## src/hw/rtl/utt_pkg.sv

```systemverilog
// Shared types, constants and the code point encoder of the UTF-16/UTF-32 transcoder.
`timescale 1ns / 1ps

package utt_pkg;

   // Format register bits: bit 0 big endian, bit 1 UTF-32
   localparam int FMT_BIG_ENDIAN_BIT = 0;
   localparam int FMT_UTF32_BIT      = 1;

   // Register indexes on the csr port
   localparam logic REG_SOURCE_FORMAT = 1'b0;
   localparam logic REG_TARGET_FORMAT = 1'b1;

   // Error codes
   localparam logic [1:0] ERR_NONE   = 2'd0;
   localparam logic [1:0] ERR_RANGE  = 2'd1;
   localparam logic [1:0] ERR_LENGTH = 2'd2;

   localparam logic [31:0] CP_MAX           = 32'h0010_FFFF;
   localparam logic [31:0] SUPP_BASE        = 32'h0001_0000;
   localparam logic [15:0] HIGH_SURR_BASE   = 16'hD800;
   localparam logic [15:0] LOW_SURR_BASE    = 16'hDC00;
   localparam logic [5:0]  HIGH_SURR_PREFIX = 6'b110110;
   localparam logic [5:0]  LOW_SURR_PREFIX  = 6'b110111;

   typedef struct packed {
      logic [31:0] unit_assembly;
      logic [1:0]  bytes_gathered;
      logic [9:0]  pend_high;
      logic        pend_valid;
      logic        drop;
   } utt_state_type;

   // All results caused by one request, byte 0 goes out first
   typedef struct packed {
      logic [7:0][7:0] data;
      logic [3:0]      count;
      logic            status;
      logic [1:0]      error;
      logic            last;
   } utt_burst_type;

   typedef struct packed {
      logic [3:0][7:0] bytes;
      logic            four;
   } utt_enc_type;

   // Encode one code point (at most 0x10FFFF) in the given target format
   function automatic utt_enc_type encode_cp(input logic [20:0] cp, input logic [1:0] fmt);
      utt_enc_type e;
      logic [19:0] c;
      logic [15:0] hi;
      logic [15:0] lo;
      logic [15:0] u0;
      logic [31:0] word;
      c    = 20'(cp - SUPP_BASE[20:0]);
      hi   = HIGH_SURR_BASE | {6'd0, c[19:10]};
      lo   = LOW_SURR_BASE | {6'd0, c[9:0]};
      u0   = cp[15:0];
      word = {11'd0, cp};
      if (fmt[FMT_UTF32_BIT]) begin
         e.four = 1'b1;
         if (fmt[FMT_BIG_ENDIAN_BIT]) begin
            e.bytes = {word[7:0], word[15:8], word[23:16], word[31:24]};
         end else begin
            e.bytes = word;
         end
      end else if (cp[20:16] != 5'd0) begin
         e.four = 1'b1;
         if (fmt[FMT_BIG_ENDIAN_BIT]) begin
            e.bytes = {lo[7:0], lo[15:8], hi[7:0], hi[15:8]};
         end else begin
            e.bytes = {lo, hi};
         end
      end else begin
         e.four = 1'b0;
         if (fmt[FMT_BIG_ENDIAN_BIT]) begin
            e.bytes = {16'd0, u0[7:0], u0[15:8]};
         end else begin
            e.bytes = {16'd0, u0};
         end
      end
      return e;
   endfunction

endpackage

```

## src/hw/rtl/utt_step.sv

```systemverilog
// Per-byte conversion step: unit assembly, surrogate handling and output burst build.
`timescale 1ns / 1ps

module utt_step (
   input  logic [1:0]             source_format,
   input  logic [1:0]             target_format,
   input  utt_pkg::utt_state_type state_cur,
   input  logic [7:0]             in_byte,
   input  logic                   in_last,
   output utt_pkg::utt_state_type state_nxt,
   output utt_pkg::utt_burst_type burst,
   output logic                   burst_valid
);

   logic [2:0]  cnt1;
   logic [31:0] shifted;
   logic [31:0] asm_new;
   logic        complete;
   logic [31:0] v;
   logic        to32;
   logic        is_bmp;
   logic        is_low;
   logic        is_high;
   logic        over;
   logic        supp;
   logic [20:0] pair_cp;
   logic [20:0] old_flush_cp;

   logic        flush_old;
   logic        main_v;
   logic [20:0] main_cp;
   logic        pend_after;
   logic [9:0]  pend_high_after;
   logic [1:0]  bg_after;
   logic        end_flush;
   logic [20:0] end_cp;
   logic [1:0]  err;
   logic        s0v;
   logic        s1v;
   logic [20:0] s0_cp;
   logic [20:0] s1_cp;
   utt_pkg::utt_enc_type e0;
   utt_pkg::utt_enc_type e1;
   logic [3:0]  len0;
   logic [3:0]  len1;

   assign cnt1     = {1'b0, state_cur.bytes_gathered} + 3'd1;
   assign shifted  = {24'd0, in_byte} << {state_cur.bytes_gathered, 3'b000};
   assign asm_new  = source_format[utt_pkg::FMT_BIG_ENDIAN_BIT] ?
                     {state_cur.unit_assembly[23:0], in_byte} :
                     (state_cur.unit_assembly | shifted);
   assign complete = source_format[utt_pkg::FMT_UTF32_BIT] ? (cnt1 >= 3'd4) : (cnt1 >= 3'd2);
   assign v        = source_format[utt_pkg::FMT_UTF32_BIT] ? asm_new : {16'd0, asm_new[15:0]};
   assign to32     = target_format[utt_pkg::FMT_UTF32_BIT];
   assign over     = v > utt_pkg::CP_MAX;
   assign supp     = !over && (v >= utt_pkg::SUPP_BASE);
   assign is_bmp   = (v[31:16] == 16'd0);
   assign is_low   = is_bmp && (v[15:10] == utt_pkg::LOW_SURR_PREFIX);
   assign is_high  = is_bmp && (v[15:10] == utt_pkg::HIGH_SURR_PREFIX);
   assign pair_cp  = utt_pkg::SUPP_BASE[20:0] + {1'b0, state_cur.pend_high, v[9:0]};
   assign old_flush_cp = {5'd0, utt_pkg::HIGH_SURR_PREFIX, state_cur.pend_high};

   always_comb begin
      flush_old       = 1'b0;
      main_v          = 1'b0;
      main_cp         = v[20:0];
      err             = utt_pkg::ERR_NONE;
      pend_after      = state_cur.pend_valid;
      pend_high_after = state_cur.pend_high;
      if (complete) begin
         if (over) begin
            err = utt_pkg::ERR_RANGE;
         end else if (supp) begin
            flush_old  = state_cur.pend_valid;
            main_v     = 1'b1;
            pend_after = 1'b0;
            pend_high_after = 10'd0;
         end else if (state_cur.pend_valid && to32 && is_low) begin
            main_v     = 1'b1;
            main_cp    = pair_cp;
            pend_after = 1'b0;
            pend_high_after = 10'd0;
         end else begin
            flush_old = state_cur.pend_valid;
            if (to32 && is_high) begin
               pend_after      = 1'b1;
               pend_high_after = v[9:0];
            end else begin
               main_v          = 1'b1;
               pend_after      = 1'b0;
               pend_high_after = 10'd0;
            end
         end
      end
      bg_after  = complete ? 2'd0 : cnt1[1:0];
      end_flush = 1'b0;
      if (err == utt_pkg::ERR_NONE && in_last) begin
         if (bg_after != 2'd0) begin
            err = utt_pkg::ERR_LENGTH;
         end else begin
            end_flush = pend_after;
         end
      end
   end

   assign end_cp = {5'd0, utt_pkg::HIGH_SURR_PREFIX, pend_high_after};

   // At most two code points go out per byte; pack them in order
   always_comb begin
      s0v   = flush_old || main_v || end_flush;
      s0_cp = flush_old ? old_flush_cp : (main_v ? main_cp : end_cp);
      if (flush_old) begin
         s1v   = main_v || end_flush;
         s1_cp = main_v ? main_cp : end_cp;
      end else begin
         s1v   = main_v && end_flush;
         s1_cp = end_cp;
      end
   end

   assign e0   = utt_pkg::encode_cp(s0_cp, target_format);
   assign e1   = utt_pkg::encode_cp(s1_cp, target_format);
   assign len0 = !s0v ? 4'd0 : (e0.four ? 4'd4 : 4'd2);
   assign len1 = !s1v ? 4'd0 : (e1.four ? 4'd4 : 4'd2);

   always_comb begin
      state_nxt   = state_cur;
      burst       = '0;
      burst.last  = in_last;
      burst_valid = 1'b0;
      if (state_cur.drop) begin
         if (in_last) begin
            state_nxt    = '0;
            burst.status = 1'b1;
            burst.count  = 4'd1;
            burst.error  = utt_pkg::ERR_NONE;
            burst_valid  = 1'b1;
         end
      end else if (err != utt_pkg::ERR_NONE) begin
         state_nxt      = '0;
         state_nxt.drop = !in_last;
         burst.status   = 1'b1;
         burst.count    = 4'd1;
         burst.error    = err;
         burst_valid    = 1'b1;
      end else begin
         if (in_last) begin
            state_nxt = '0;
         end else begin
            state_nxt.unit_assembly  = complete ? 32'd0 : asm_new;
            state_nxt.bytes_gathered = bg_after;
            state_nxt.pend_valid     = pend_after;
            state_nxt.pend_high      = pend_high_after;
            state_nxt.drop           = 1'b0;
         end
         if (e0.four) begin
            burst.data = {e1.bytes, e0.bytes};
         end else begin
            burst.data = {16'd0, e1.bytes, e0.bytes[1:0]};
         end
         burst.count = len0 + len1;
         burst_valid = s0v;
      end
   end

endmodule

```

## src/hw/rtl/utf16_utf32_transcoder_top.sv

```systemverilog
// Top level of the UTF-16/UTF-32 byte-stream transcoder: registers, handshakes, output serializer.
`timescale 1ns / 1ps

// Takes encoded text one byte per request and returns the converted text one
// byte per response. Each request is converted in the cycle it is accepted and
// its results (up to eight bytes, or one status item) are loaded into a burst
// register; the serializer then hands them out one per cycle while rsp_ready is
// high. A request that only adds to a partial code unit produces nothing and
// leaves the burst register empty. A request that completes a unit occupies the
// burst register until all of its bytes (2, 4 or up to 8 when a held surrogate
// is flushed too) have left; the next request is accepted in the cycle the last
// byte of the burst leaves. Errors come back as a status item (rsp_byte_valid
// low) carrying rsp_error_code; after an error the rest of the message is
// dropped and its last byte returns a single status item with rsp_message_end
// set.
// Write source_format (index 0) and target_format (index 1) only while idle.
module utf16_utf32_transcoder_top (
   input  logic       clock,
   input  logic       reset,
   input  logic       csr_write_enable,
   input  logic       csr_index,
   input  logic [1:0] csr_write_data,
   input  logic       req_valid,
   output logic       req_ready,
   input  logic [7:0] req_in_byte,
   input  logic       req_in_last,
   output logic       rsp_valid,
   input  logic       rsp_ready,
   output logic [7:0] rsp_out_byte,
   output logic       rsp_byte_valid,
   output logic       rsp_run_last,
   output logic       rsp_message_end,
   output logic [1:0] rsp_error_code
);

   logic [1:0]             source_format_ff;
   logic [1:0]             target_format_ff;
   utt_pkg::utt_state_type state_ff;
   utt_pkg::utt_state_type state_in;
   utt_pkg::utt_burst_type burst_ff;
   utt_pkg::utt_burst_type burst_in;
   logic                   burst_new;
   logic                   hold_valid_ff;
   logic [2:0]             idx_ff;
   logic                   req_accept;
   logic                   rsp_accept;
   logic                   finishing;

   // Configuration registers
   always_ff @(posedge clock) begin
      if (reset) begin
         source_format_ff <= 2'd0;
         target_format_ff <= 2'd0;
      end else if (csr_write_enable) begin
         if (csr_index == utt_pkg::REG_SOURCE_FORMAT) begin
            source_format_ff <= csr_write_data;
         end
         if (csr_index == utt_pkg::REG_TARGET_FORMAT) begin
            target_format_ff <= csr_write_data;
         end
      end
   end

   utt_step u_step (
      .source_format (source_format_ff),
      .target_format (target_format_ff),
      .state_cur     (state_ff),
      .in_byte       (req_in_byte),
      .in_last       (req_in_last),
      .state_nxt     (state_in),
      .burst         (burst_in),
      .burst_valid   (burst_new)
   );

   // Response side: walk the held burst one byte per accepted response
   assign rsp_valid       = hold_valid_ff;
   assign rsp_out_byte    = burst_ff.data[idx_ff];
   assign rsp_byte_valid  = !burst_ff.status;
   assign rsp_run_last    = ({1'b0, idx_ff} + 4'd1) == burst_ff.count;
   assign rsp_message_end = rsp_run_last && burst_ff.last;
   assign rsp_error_code  = burst_ff.error;

   assign rsp_accept = rsp_valid && rsp_ready;
   assign finishing  = rsp_accept && rsp_run_last;

   // Take a new request while the burst register is empty or frees this cycle
   assign req_ready  = !hold_valid_ff || finishing;
   assign req_accept = req_valid && req_ready;

   // Conversion state advances once per accepted request
   always_ff @(posedge clock) begin
      if (reset) begin
         state_ff <= '0;
      end else if (req_accept) begin
         state_ff <= state_in;
      end
   end

   // Burst payload: load on a request that yields results
   always_ff @(posedge clock) begin
      if (req_accept && burst_new) begin
         burst_ff <= burst_in;
      end
   end

   always_ff @(posedge clock) begin
      if (reset) begin
         hold_valid_ff <= 1'b0;
         idx_ff        <= 3'd0;
      end else if (req_accept && burst_new) begin
         hold_valid_ff <= 1'b1;
         idx_ff        <= 3'd0;
      end else if (finishing) begin
         hold_valid_ff <= 1'b0;
         idx_ff        <= 3'd0;
      end else if (rsp_accept) begin
         idx_ff <= idx_ff + 3'd1;
      end
   end

`ifndef NO_ASSERTIONS
   // A status item stands alone in its run
   assert property (@(posedge clock) disable iff (reset)
      rsp_valid && !rsp_byte_valid |-> rsp_run_last)
      else $error("status item not last of its run");

   // Error codes ride only on status items
   assert property (@(posedge clock) disable iff (reset)
      rsp_valid && rsp_error_code != utt_pkg::ERR_NONE |-> !rsp_byte_valid)
      else $error("error code on a data byte");

   // While dropping, no surrogate is held and no unit is half built
   assert property (@(posedge clock) disable iff (reset)
      state_ff.drop |-> !state_ff.pend_valid && state_ff.bytes_gathered == 2'd0)
      else $error("message state left over while dropping");

   // A stalled burst keeps its position
   assert property (@(posedge clock) disable iff (reset)
      rsp_valid && !rsp_ready |=> rsp_valid && $stable(idx_ff))
      else $error("burst position moved while stalled");
`endif

endmodule

```

## config.mk

```make
export PLATFORM = sky130hd
export DESIGN_NAME = utf16_utf32_transcoder_top
export DESIGN_NICKNAME = d
export VERILOG_FILES = /design/src/hw/rtl/utt_pkg.sv /design/src/hw/rtl/utt_step.sv /design/src/hw/rtl/utf16_utf32_transcoder_top.sv
export SDC_FILE = /design/constraint.sdc
export NUM_CORES = 1
export LEC_CHECK = 0
export BUFFER_PORTS_ARGS = -buffer_cell sky130_fd_sc_hd__buf_2
export CORE_AREA = 5 5 294 152
export CTS_BUF_LIST = sky130_fd_sc_hd__clkbuf_8
export DETAILED_ROUTE_END_ITERATION = 10
export DIE_AREA = 0 0 299 157
export PLACE_DENSITY_LB_ADDON = 0.2
export SETUP_SLACK_MARGIN = 0.15
export SYNTH_ARGS = -nofsm -noshare
export SYNTH_HDL_FRONTEND = slang
export SYNTH_HIERARCHICAL = 1
export SYNTH_SLANG_ARGS = --single-unit
```

## constraint.sdc

```tcl
create_clock -name clock -period 5.1 [get_ports clock]
set_input_delay 0.255 -clock clock [delete_from_list [all_inputs] [get_ports clock]]
set_output_delay 0.255 -clock clock [all_outputs]
set_load 0.1 [all_outputs]
```

### Word level (Yosys, flattened, before mapping)

Cells that the tools add are included.

* bits in registers: 126
* bits of input ports: 17
* output and inout port bits: 15
* logic and storage cells: 143

* add/subtract/negate cells: 7
* order comparisons: 5
* equality and inequality tests: 4
* shifts and indexed selects: 1
* multiplexer cells: 68
* bitwise gates (word level): 3
* reduce and logical (&&, ||, !) cells: 34

Operator list (count)
* $mux W32: 7
* $mux W46: 4
* $mux W21: 7
* $mux W33: 4
* $mux W10: 5
* $mux W48: 1
* $sub A20 B17 Y20 const B: 2
* $ge A32 B17 Y1 const B: 1
* $gt A32 B21 Y1 const B: 1
* $mux W16: 2
* $or A32 B32 Y32: 1
* $shl A8 B5 Y32: 1
* $bmux W8 S3: 1
* $mux W1: 24
* $add A17 B20 Y21 const A: 1
* $logic_not A16 Y1: 1
* $mux W4: 4
* $logic_and A1 B1 Y1: 13
* $eq A6 B6 Y1 const B: 2
* $reduce_bool A5 Y1: 2
* $mux W3: 3
* $mux W2: 4
* $mux W8: 1
* $mux W7: 1
* other kinds (17): 29

### Longest topological paths before layout

Gate-level depths: netlist of run 1.

* depth in word-level cells: 23
* gate-level depth with buffers: 20

### Cells and area by module

The synthesis of run 1 kept the hierarchy.

By module, submodules not included
* utf16_utf32_transcoder_top: instances 1, cells each 357, area each 5196.2 sq um, sequential area each 3243.1 sq um
* utt_step: instances 1, cells each 722, area each 4332.9 sq um, sequential area each 0.0 sq um

### Worst setup path after synthesis of run 1

OpenSTA, ideal clock, no wires.

* path type: register -> register
* start point: register source_format_ff[0]
* end point: register burst_ff[0] (netlist bit), enable pin
* arrival time: 4.065 ns
* path slack: 0.597 ns
* cell stages (with the launch flop): 13
* path buffers: 3
* cell sequence: dfxtp_1 buf_6 mux2i_1 o21ai_1 o41ai_1 and2_1 nand2_1 buf_2 clkbuf_1 o2bb2ai_1 a221oi_1 a21oi_1 and2_1

* longest elaborated chain between the ends: 16

RTL lines
* start: declaration: RTL line utf16_utf32_transcoder_top.sv:36 `logic [1:0] source_format_ff;`
* start signal: assignment: RTL line utf16_utf32_transcoder_top.sv:56 `source_format_ff <= csr_write_data;`
* $mux W32 *: RTL line utt_step.sv:49 `assign asm_new = source_format[utt_pkg::FMT_BIG_ENDIAN_BIT] ?`
* $mux W32 *: RTL line utt_step.sv:53 `assign v = source_format[utt_pkg::FMT_UTF32_BIT] ? asm_new : {16'd0, asm_new[15:0]};`
* parallel branches: the longest is 11 deep, another holds $gt A32 B21 Y1
* $mux W1 *: RTL line utt_step.sv:139 `end else if (err != utt_pkg::ERR_NONE) begin`
* $mux W1 *: RTL line utt_step.sv:131 `if (state_cur.drop) begin`
* net burst_new: RTL line utf16_utf32_transcoder_top.sv:42 `logic burst_new;`
* $logic_and A1 B1 Y1 *: RTL line utf16_utf32_transcoder_top.sv:101 `if (req_accept && burst_new) begin`
* end signal: assignment: RTL line utf16_utf32_transcoder_top.sv:102 `burst_ff <= burst_in;`
* end: declaration: RTL line utf16_utf32_transcoder_top.sv:40 `utt_pkg::utt_burst_type burst_ff;`

Mark *: on every way through the listed nets, which the timed path passes.
A chain may end at the register's enable or synchronous reset.

==> results of run 1 <==
[cell families (layout without fill, tap and decap cells)]
logic type | after synthesis | count (layout) | synth area share
adder cells (fa/ha/maj) | 8 | 8 | 0.01129
AND/OR/NAND/NOR | 391 | 391 | 0.2146
multiplexers | 99 | 99 | 0.1284
XOR/XNOR | 8 | 8 | 0.008141
buffers and inverters | 107 | 115 | 0.05528
flip-flops | 126 | 126 | 0.3403
AO/OA/AOI/OAI | 340 | 340 | 0.2420
[layer usage]
| metal | vias up | part of all wire |
|---|---|---|
| met2 | 288 | 0.45 |
| met5 | - | 0 |
| li1 | 4031 | - |
| met1 | 4319 | 0.47 |
| met4 | 0 | 0.014 |
| met3 | 27 | 0.065 |
[synthesized netlist by cell type (all sizes together) (4+ instances only)]
| cell | n | area share |
|---|---|---|
| a211oi | 10 | 0.0084 |
| a21boi | 6 | 0.0051 |
| a21oi | 70 | 0.037 |
| a221oi | 5 | 0.0053 |
| a22o | 29 | 0.027 |
| a22oi | 13 | 0.010 |
| a311o | 8 | 0.0084 |
| a31oi | 18 | 0.012 |
| and2 | 17 | 0.011 |
| and3 | 9 | 0.0059 |
| and4 | 4 | 0.0037 |
| buf | 35 | 0.027 |
| clkbuf | 55 | 0.022 |
| dfxtp | 54 | 0.11 |
| edfxtp | 72 | 0.23 |
| ha | 7 | 0.0092 |
| inv | 17 | 0.0067 |
| mux2 | 17 | 0.020 |
| mux2i | 66 | 0.069 |
| mux4 | 16 | 0.039 |
| nand2 | 102 | 0.041 |
| nand2b | 101 | 0.066 |
| nand3 | 28 | 0.015 |
| nand3b | 9 | 0.0084 |
| nor2 | 73 | 0.030 |
| nor2b | 5 | 0.0033 |
| nor3 | 24 | 0.014 |
| o211ai | 10 | 0.0084 |
| o21a | 8 | 0.0063 |
| o21ai | 92 | 0.049 |
| o22ai | 14 | 0.0092 |
| o2bb2ai | 7 | 0.0064 |
| o31ai | 7 | 0.0055 |
| or2 | 6 | 0.0039 |
| xor2 | 5 | 0.0046 |
[flip-flops by register name, summed over array words and instances, names as in the netlist]
register	flops
rsp_error_code	2
source_format_ff	2
target_format_ff	2
idx_ff	3
burst_ff	70
rsp_valid	1
state_ff	46
[final timing paths]
check / slack (ps) / to / startpoint / cells past startpoint
max: 400 / burst_ff[6] / source_format_ff[0] / 14
min: 50 / target_format_ff[1] / csr_index / 3
max reg2reg: 400 / burst_ff[6] / source_format_ff[0] / 14
min reg2reg: 490 / state_ff[22] / state_ff[22] / 2
[layout make-up]
type,instances,area [um2]
Timing Repair Buffer,66,432.9
Fill cell,4505,30980
Inverter,17,63.81
Sequential cell,126,3249
Tap cell,550,688.2
Clock inverter,15,209.0
Multi-Input combinational cell,846,5784
Clock buffer,17,234.0
[what timing repair did]
action	CTS	global route
setup endpoints to repair	0	38
resized for setup	0	6
endpoints found under the hold margin	2	0
hold buffers	1	0
[tightest hold or removal path: cells and delay by family]
family          cells  cell delay, ps
simple gates        1              70
compound gates      1              50
buf+inv             1             120
[power groups by stage]
stage	Sequential, mW	Combinational, mW	Clock [mW]
floorplan	1.20	0.461	0
global placement	1.20	0.629	0
detailed placement	1.20	0.630	0
CTS	1.18	0.632	1.03
global route	1.19	0.678	1.08
finish	1.18	0.633	1.00
==> metrics, run 1 <==
min-delay worst type=in -> reg; Max clock buf depth=2; clock-pin slew on the worst setup and hold paths=80 ps; post-synth cell types=97; # Post-CTS Setup Buffers=0; Int Pwr=1.882 mW; critical path arrival=4950 ps; RSZ-0062 raised after global routing=false; worst-margin pin slew=1003 ps; number of global-route vias before repair=8254; Syn Area/Cell=8.831 um2; switching part of the total=0.3304; initial antenna violation count=0; Placed Cells=1604; sequential power share=0.419; overflow left after global routing=0; post-synthesis cell count=1079; Ports=32; Clock Root Buffer=clkbuf_8; Yosys reg bits=126; most frequent cell on the critical path=nor2_1; Pleak=3.584 nW; period utilisation layout=0.9225; final hold vios=0; final non-filler cell total=1637; total of max-cap violations=0; post-route ant nets=0; Die Area=46940 um2; Worst path slowest cell=nor2_1; maximum VDD drop=132.2 uV; first-pass GRT wire length=52250 um; power after layout=2.811 mW; Initial Utilization=0.2288; Vias/cell=5.293; fin area=10660 um2; area of the mapped netlist=9529 um2; commonest non-fill, non-tap cell in the layout=nand2b_1; DRT Pass-1 Iters=7; FMAX=0.2126 GHz; Async SR Flop Fraction=0; WP data required=5340 ps; Layout Nets=1099; Post-Syn Nets=1104; Routed WL per cell=20.91 um; ys flop type=edfxtp_1; worst-path cell chain=buf_4 > mux2i_1 > o21ai_1 > o41ai_1 > and2_1 > nand2_1 > nor2_1 > inv_1 > ha_1 > nand2_1 > nor2_1 > nor2_1 > fa_1 > and2_1; Critical Path Max Stage Delay=600 ps; n_diodes=0; Clock power frac=0.356; Final Max Slew Viols=0; yosys warns=6; Core Util, Final=0.2560; power share of the combinational group=0.225; Rel. slew slack=0.3303; Port Buf Inserts=31; sequential share of the synthesized area=0.3403; Largest delay share family, worst path=simple AND/OR/NAND/NOR gates; GP Congestion=0.9187; Pwr Density=263.7 nW/um2; detailed placement HPWL=24760 um; Area Overhead vs Synth=11.88%; CTS H-tree depth=4; via count=8665; crit path time final=4705 ps; grt met3 use=0.03391; largest net degree at the start of global routing=96; Clock Sinks=126; Crit Path Class=reg -> reg; crit path launch type=flip-flop; commonest non-fill, non-tap cells in the layout=nand2b_1 (101), nand2_1 (99), o21ai_0 (72), edfxtp_1 (72), nor2_1 (70); GRT met1 Usage=0.2000; Final Skew=14.08 ps; Setup WS post-layout=395.4 ps; Initial DRC Count=806; layout cells sized above 1=0.1490; row count=53; WHS=50.53 ps; Worst Setup End Kind=flip-flop; core box area=41640 um2; status=finished, final reports clean; CTS tree=done; Die Wd=299 um; GRT busiest layer=met2; placed cell area=10190 um2; worst skew pair latency=490 ps; final wirelength=34230 um; total CTS buffers=17; endpoints failing setup=0; Sw Pwr=0.9290 mW; Post-route DRC=0; setup tns final=0 ps; CP Max Fanout=15; Die Ht=157 um; worst path bufs/invs=2; met2 Use GR=0.2308; Total GRT Usage=0.1446; EDFF count, synth=72; setup slack at placement=360.6 ps
Power figures use the tool's default switching activity.
==> inputs of run 2 (changes only) <==
--- a/config.mk
+++ b/config.mk
@@ -6,13 +6,12 @@
 export NUM_CORES = 1
 export LEC_CHECK = 0
 export BUFFER_PORTS_ARGS = -buffer_cell sky130_fd_sc_hd__buf_2
-export CORE_AREA = 5 5 294 152
+export CORE_AREA = 5 5 281 146
 export CTS_BUF_LIST = sky130_fd_sc_hd__clkbuf_8
 export DETAILED_ROUTE_END_ITERATION = 10
-export DIE_AREA = 0 0 299 157
+export DIE_AREA = 0 0 286 151
 export PLACE_DENSITY_LB_ADDON = 0.2
 export SETUP_SLACK_MARGIN = 0.15
 export SYNTH_ARGS = -nofsm -noshare
 export SYNTH_HDL_FRONTEND = slang
-export SYNTH_HIERARCHICAL = 1
 export SYNTH_SLANG_ARGS = --single-unit
==> constraint.sdc (replaced) <==
create_clock -name clock -period 4.8 [get_ports clock]
set_input_delay 0.24 -clock clock [delete_from_list [all_inputs] [get_ports clock]]
set_output_delay 0.24 -clock clock [all_outputs]
set_load 0.1 [all_outputs]
==> metrics, run 2 <==
Vias/cell=5.442; power share of the combinational group=0.218; setup tns final=0 ps; Initial Utilization=0.2274; status=finished, final reports clean; total CTS buffers=17; area of the mapped netlist=8692 um2; Worst path slowest cell=nor3_1; CP Max Fanout=23; Max clock buf depth=2; GP Congestion=0.9357; Syn Area/Cell=8.710 um2; layout cells sized above 1=0.1817; simple-gate share of the synthesized area=0.1893; period utilisation layout=0.9252; largest area contributor in the netlist=edfxtp_1; Synth Area in Adders=0.01526; depth of the most critical reg-to-reg path=17; initial antenna violation count=0; most common cell in the netlist=nor2_1; worst-margin pin slew=1093 ps; post-synthesis cell count=998; Routed WL per cell=22.90 um; Die Ht=151 um; worst-path cell chain=buf_12 > buf_4 > mux2i_1 > o21ai_0 > nor3_2 > nand3_2 > o21ai_2 > nand3_1 > a32o_1 > or2_2 > ha_1 > o31a_1 > buf_4 > nor3_1 > a21oi_1 > a32oi_1 > nor2_1; Rel. slew slack=0.2716; ys flop type=edfxtp_1; final hold vios=0; CTS tree=done; Total GRT Usage=0.1652; Port Buf Inserts=31; Hold Crit Start=csr_index; endpoints failing setup=0; Crit Path Class=reg -> reg; main combinational cell family by area after synthesis=compound AO/OA/AOI/OAI gates; CTS H-tree depth=4; FMAX=0.2252 GHz; sequential power share=0.428; Hold Path Depth=3; min-delay worst type=in -> reg; final wirelength=35340 um; WP data required=5020 ps; Final Skew=19.89 ps; CP Depth=17; total of max-cap violations=0; post-synth top area share=0.2453; switching part of the total=0.3298; commonest non-fill, non-tap cells in the layout=nor2_1 (132), a21oi_1 (84), nand2_1 (80); first-pass GRT wire length=53440 um; Post-route DRC=0; power after layout=2.876 mW; Yosys reg bits=125; Clock Root Buffer=clkbuf_8; max reg flops=69; EDFF count, synth=71; crit path time final=4441 ps; Die Wd=286 um; Pleak=3.436 nW; Placed Cells=1506; Reg2Reg Capture Point=burst_ff[8]; Largest delay share family, worst path=simple AND/OR/NAND/NOR gates; DRT Pass-1 Iters=6; worst skew pair latency=490 ps; yosys warns=0; overflow left after global routing=0; Area Overhead vs Synth=15.96%; n_diodes=0; worst path bufs/invs=3; xor-xnor portion of the synthesized cell area=0.009069; core box area=38220 um2; maximum VDD drop=134.0 uV; Async SR Flop Fraction=0; post-route ant nets=0; crit path launch type=flip-flop; Initial DRC Count=1106; r2r setup slk=360 ps; most frequent cell on the critical path=buf_4; post-synthesis mux area share=0.08795; critical path arrival=4660 ps; Sw Pwr=0.9485 mW; row count=51; detailed placement HPWL=26860 um; post-synth cell types=87; Layout Nets=1054; Hold EP=target_format_ff[0]; Critical Path Max Stage Delay=410 ps; worst flop-to-flop path startpoint=source_format_ff[0]; number of global-route vias before repair=7847; via count=8397; RSZ-0062 raised after global routing=true; final non-filler cell total=1543; clock-pin slew on the worst setup and hold paths=80 ps; most flop-heavy register=burst_ff; Die Area=43190 um2; sequential share of the synthesized area=0.3697; Worst Setup End Kind=flip-flop; main area contributors after synthesis=edfxtp_1 (25%), dfxtp_1 (12%), nor2_1 (5.8%), a21oi_1 (4.9%), a22oi_1 (4.6%); Post-Syn Nets=1025; Compound-Gate Fraction of Synth Area=0.2726; Ports=32; Clock power frac=0.354; Pwr Density=285.3 nW/um2; Int Pwr=1.928 mW; most frequent cells after synthesis=nor2_1 (134), a21oi_1 (85), nand2_1 (80); Clock Sinks=125; Final Max Slew Viols=0; commonest non-fill, non-tap cell in the layout=nor2_1; WHS=47.00 ps; largest net degree at the start of global routing=79; Largest regs=burst_ff x69, state_ff x46, idx_ff x3
run 2: power by group through the flow:
stage               clock network (mW)  logic, mW  registers [mW]
global route                      1.09      0.671            1.24
finish                            1.02      0.627            1.23
detailed placement                   0      0.612            1.25
CTS                               1.05      0.615            1.23
global placement                     0      0.617            1.25
floorplan                            0      0.418            1.25
run 2: logic make-up (layout without fill, tap and decap cells):
family	after synthesis	after routing
and+or+nand+nor	339	339
adders and majority gates	10	10
AOI/OAI and AO/OA	352	352
muxes	55	55
xor gates and xnor gates	9	9
DFF	125	125
buffers and inverters	108	150
run 2: worst min-delay path: stages:
cell and delay (ps):
buf_2 120, nand3_1 70, a21oi_1 50
run 2: final cells by class:
type	instances	area [um2]
inverters	24	90.09
well taps	503	629.4
flip-flops and latches	125	3217
clock inverters	15	180.2
clock buffers	17	234.0
fillers	4105	28140
multi-input cells	765	5059
repair buffers	94	670.6
run 2: stage by stage:
stage	util	instance area [um2]	setup WS [ps]
after global routing	0.2637	10080	124.0
after detailed placement	0.2508	9587	248.0
after floorplan	-	8705	388.9
after CTS	0.2622	10020	204.8
final	0.2637	10080	359.3
after global placement	0.2508	9587	312.1
run 2: timing repair:
item                       in CTS  in global routing
setup endpoints to repair       0                 52
resized for setup               0                  8
buffers inserted                0                  3
hold buffers                    2                  0
hold endpoints to repair        3                  0
run 2: worst max-delay path by stage:
stage	startpoint	end	slack [ps]
after floorplan	idx_ff[0]	idx_ff[2]	390
after global placement	state_ff[13]	burst_ff[6]	310
after detailed placement	state_ff[13]	burst_ff[6]	250
after CTS	state_ff[13]	burst_ff[6]	200
after global routing	source_format_ff[0]	burst_ff[8]	120
final	source_format_ff[0]	burst_ff[8]	360
run 2: metal layers:
| layer | vias to the layer above | track usage | part of all wire | routed length [um] |
|---|---|---|---|---|
| met5 | - | 0 | 0 | 0 |
| met4 | 0 | 0.02977 | 0.0068 | 241 |
| met3 | 20 | 0.05820 | 0.10 | 3704 |
| met2 | 391 | 0.1884 | 0.34 | 11860 |
| met1 | 4119 | 0.2783 | 0.55 | 19540 |
| li1 | 3867 | - | - | - |
==> inputs of run 3 (changes only) <==
--- a/config.mk
+++ b/config.mk
@@ -10,7 +10,9 @@
 export CTS_BUF_LIST = sky130_fd_sc_hd__clkbuf_8
 export DETAILED_ROUTE_END_ITERATION = 10
 export DIE_AREA = 0 0 286 151
+export HOLD_SLACK_MARGIN = 0.02
 export PLACE_DENSITY_LB_ADDON = 0.2
+export RECOVER_POWER = 50
 export SETUP_SLACK_MARGIN = 0.15
 export SYNTH_ARGS = -nofsm -noshare
 export SYNTH_HDL_FRONTEND = slang
==> metrics, run 3 (synthesized netlist as in run 2, its figures left out) <==
Setup crit start=source_format_ff[0]; worst-path cell chain=buf_12 > buf_4 > mux2i_1 > o21ai_0 > nor3_2 > nand3_2 > o21ai_2 > nand3_1 > a32o_1 > or2_2 > ha_1 > o31a_1 > buf_4 > nor2_8 > clkbuf_4 > o21ai_0 > a21oi_1; Initial Utilization=0.2274; Pleak=3.386 nW; commonest non-fill, non-tap cell in the layout=nor2_1; WP data required=5060 ps; Port Buf Inserts=31; Crit Path Class=reg -> reg; critical path arrival=4700 ps; Vias/cell=5.473; most flop-heavy register=burst_ff; Worst path slowest cell=dfxtp_1; power after layout=2.867 mW; Rel. slew slack=0.08290; Total GRT Usage=0.1653; CTS H-tree depth=4; endpoints failing setup=0; setup slack at placement=248.0 ps; RSZ-0062 raised after global routing=true; layout cells sized above 1=0.1620; CP Max Fanout=23; maximum VDD drop=131.0 uV; initial antenna violation count=0; Final Skew=16.17 ps; commonest non-fill, non-tap cells in the layout=nor2_1 (132), a21oi_1 (84), nand2_1 (80); post-route ant nets=0; crit path time final=4434 ps; total of max-cap violations=0; n_diodes=0; detailed placement HPWL=26860 um; largest net degree at the start of global routing=79; first-pass GRT wire length=53470 um; CTS tree=done; period utilisation layout=0.9238; Largest regs=burst_ff x69, state_ff x46, idx_ff x3; GP Congestion=0.9357; crit path launch type=flip-flop; worst path bufs/invs=4; status=finished, final reports clean; Max clock buf depth=2; Largest delay share family, worst path=simple AND/OR/NAND/NOR gates; row count=51; clock-pin slew on the worst setup and hold paths=80 ps; Setup WS post-layout=365.7 ps; number of global-route vias before repair=7850; Layout Nets=1057; Hold Crit Start=req_in_byte[2]; DRT Pass-1 Iters=5; final hold vios=0; Clock Sinks=125; fill count=4106; worst flop-to-flop path startpoint=source_format_ff[0]; via count=8461; max reg flops=69; Area Overhead vs Synth=15.70%; Die Wd=286 um; Worst Setup End Kind=flip-flop; final wirelength=35420 um; worst-margin pin slew=1341 ps; core box area=38220 um2; total CTS buffers=17; Routed WL per cell=22.91 um; Critical Path Max Stage Delay=390 ps; Pwr Density=285.1 nW/um2; min-delay worst type=in -> reg; Initial DRC Count=1103; worst skew pair latency=480 ps; Final Max Slew Viols=0; setup tns final=0 ps; Post-route DRC=0; FMAX=0.2255 GHz; Die Area=43190 um2; Die Ht=151 um; Clock Root Buffer=clkbuf_8; Ports=32; overflow left after global routing=0
-- run 3: cell type report --
class                   count  area (um2)  share of cell area
clock buffers              17       234.0             0.02326
clock inverters            15       180.2             0.01792
inverters                  24       90.09            0.008957
multi-input cells         765        5045              0.5016
flip-flops and latches    125        3217              0.3199
well taps                 503       629.4             0.06258
repair buffers             97       661.9             0.06581
-- run 3: through the flow --
| stage | util | cell area, um2 | std cells | hold WS (ps) |
|---|---|---|---|---|
| finish | 0.2631 | 10060 | 1546 | 71.47 |
| floorplan | - | 8705 | 998 | 336.6 |
| global placement | 0.2508 | 9587 | 1506 | 507.8 |
| CTS | 0.2630 | 10050 | 1543 | 31.81 |
| global route | 0.2631 | 10060 | 1546 | 73.15 |
| detailed placement | 0.2508 | 9587 | 1506 | 511.6 |
-- run 3: worst reg2reg max path: cells and delay by family (launching register included) --
kind,cells,cell delay [ps]
simple gates,5,1250
compound gates,6,1210
buf+inv,4,880
flops,1,390
fa+ha+maj,1,280
mux,1,210
-- run 3: path summary, 6_finish.rpt --
check	endpoint	slack, ps	cells past startpoint
min	state_ff[16]	70	3
min reg2reg	state_ff[39]	530	2
max	burst_ff[20]	370	17
max reg2reg	burst_ff[20]	370	17
-- run 3: where the power goes --
| part | internal (mW) | switching (mW) |
|---|---|---|
| combinational | 0.166 | 0.453 |
| sequential | 1.20 | 0.0291 |
| clock | 0.554 | 0.462 |
-- run 3: metal layers --
metal,vias to the layer above,global-route usage,share of wire
met5,-,0,0
met4,0,0.02977,0.0061
met3,19,0.05820,0.11
met2,395,0.1887,0.34
met1,4182,0.2783,0.55
li1,3865,-,-
-- run 3: repair_timing --
action / in CTS / in global routing
setup endpoints to repair: 0 / 52
resized for setup: 0 / 8
hold buffers: 5 / 0
setup buffers: 0 / 3
endpoints found under the hold margin: 4 / 0
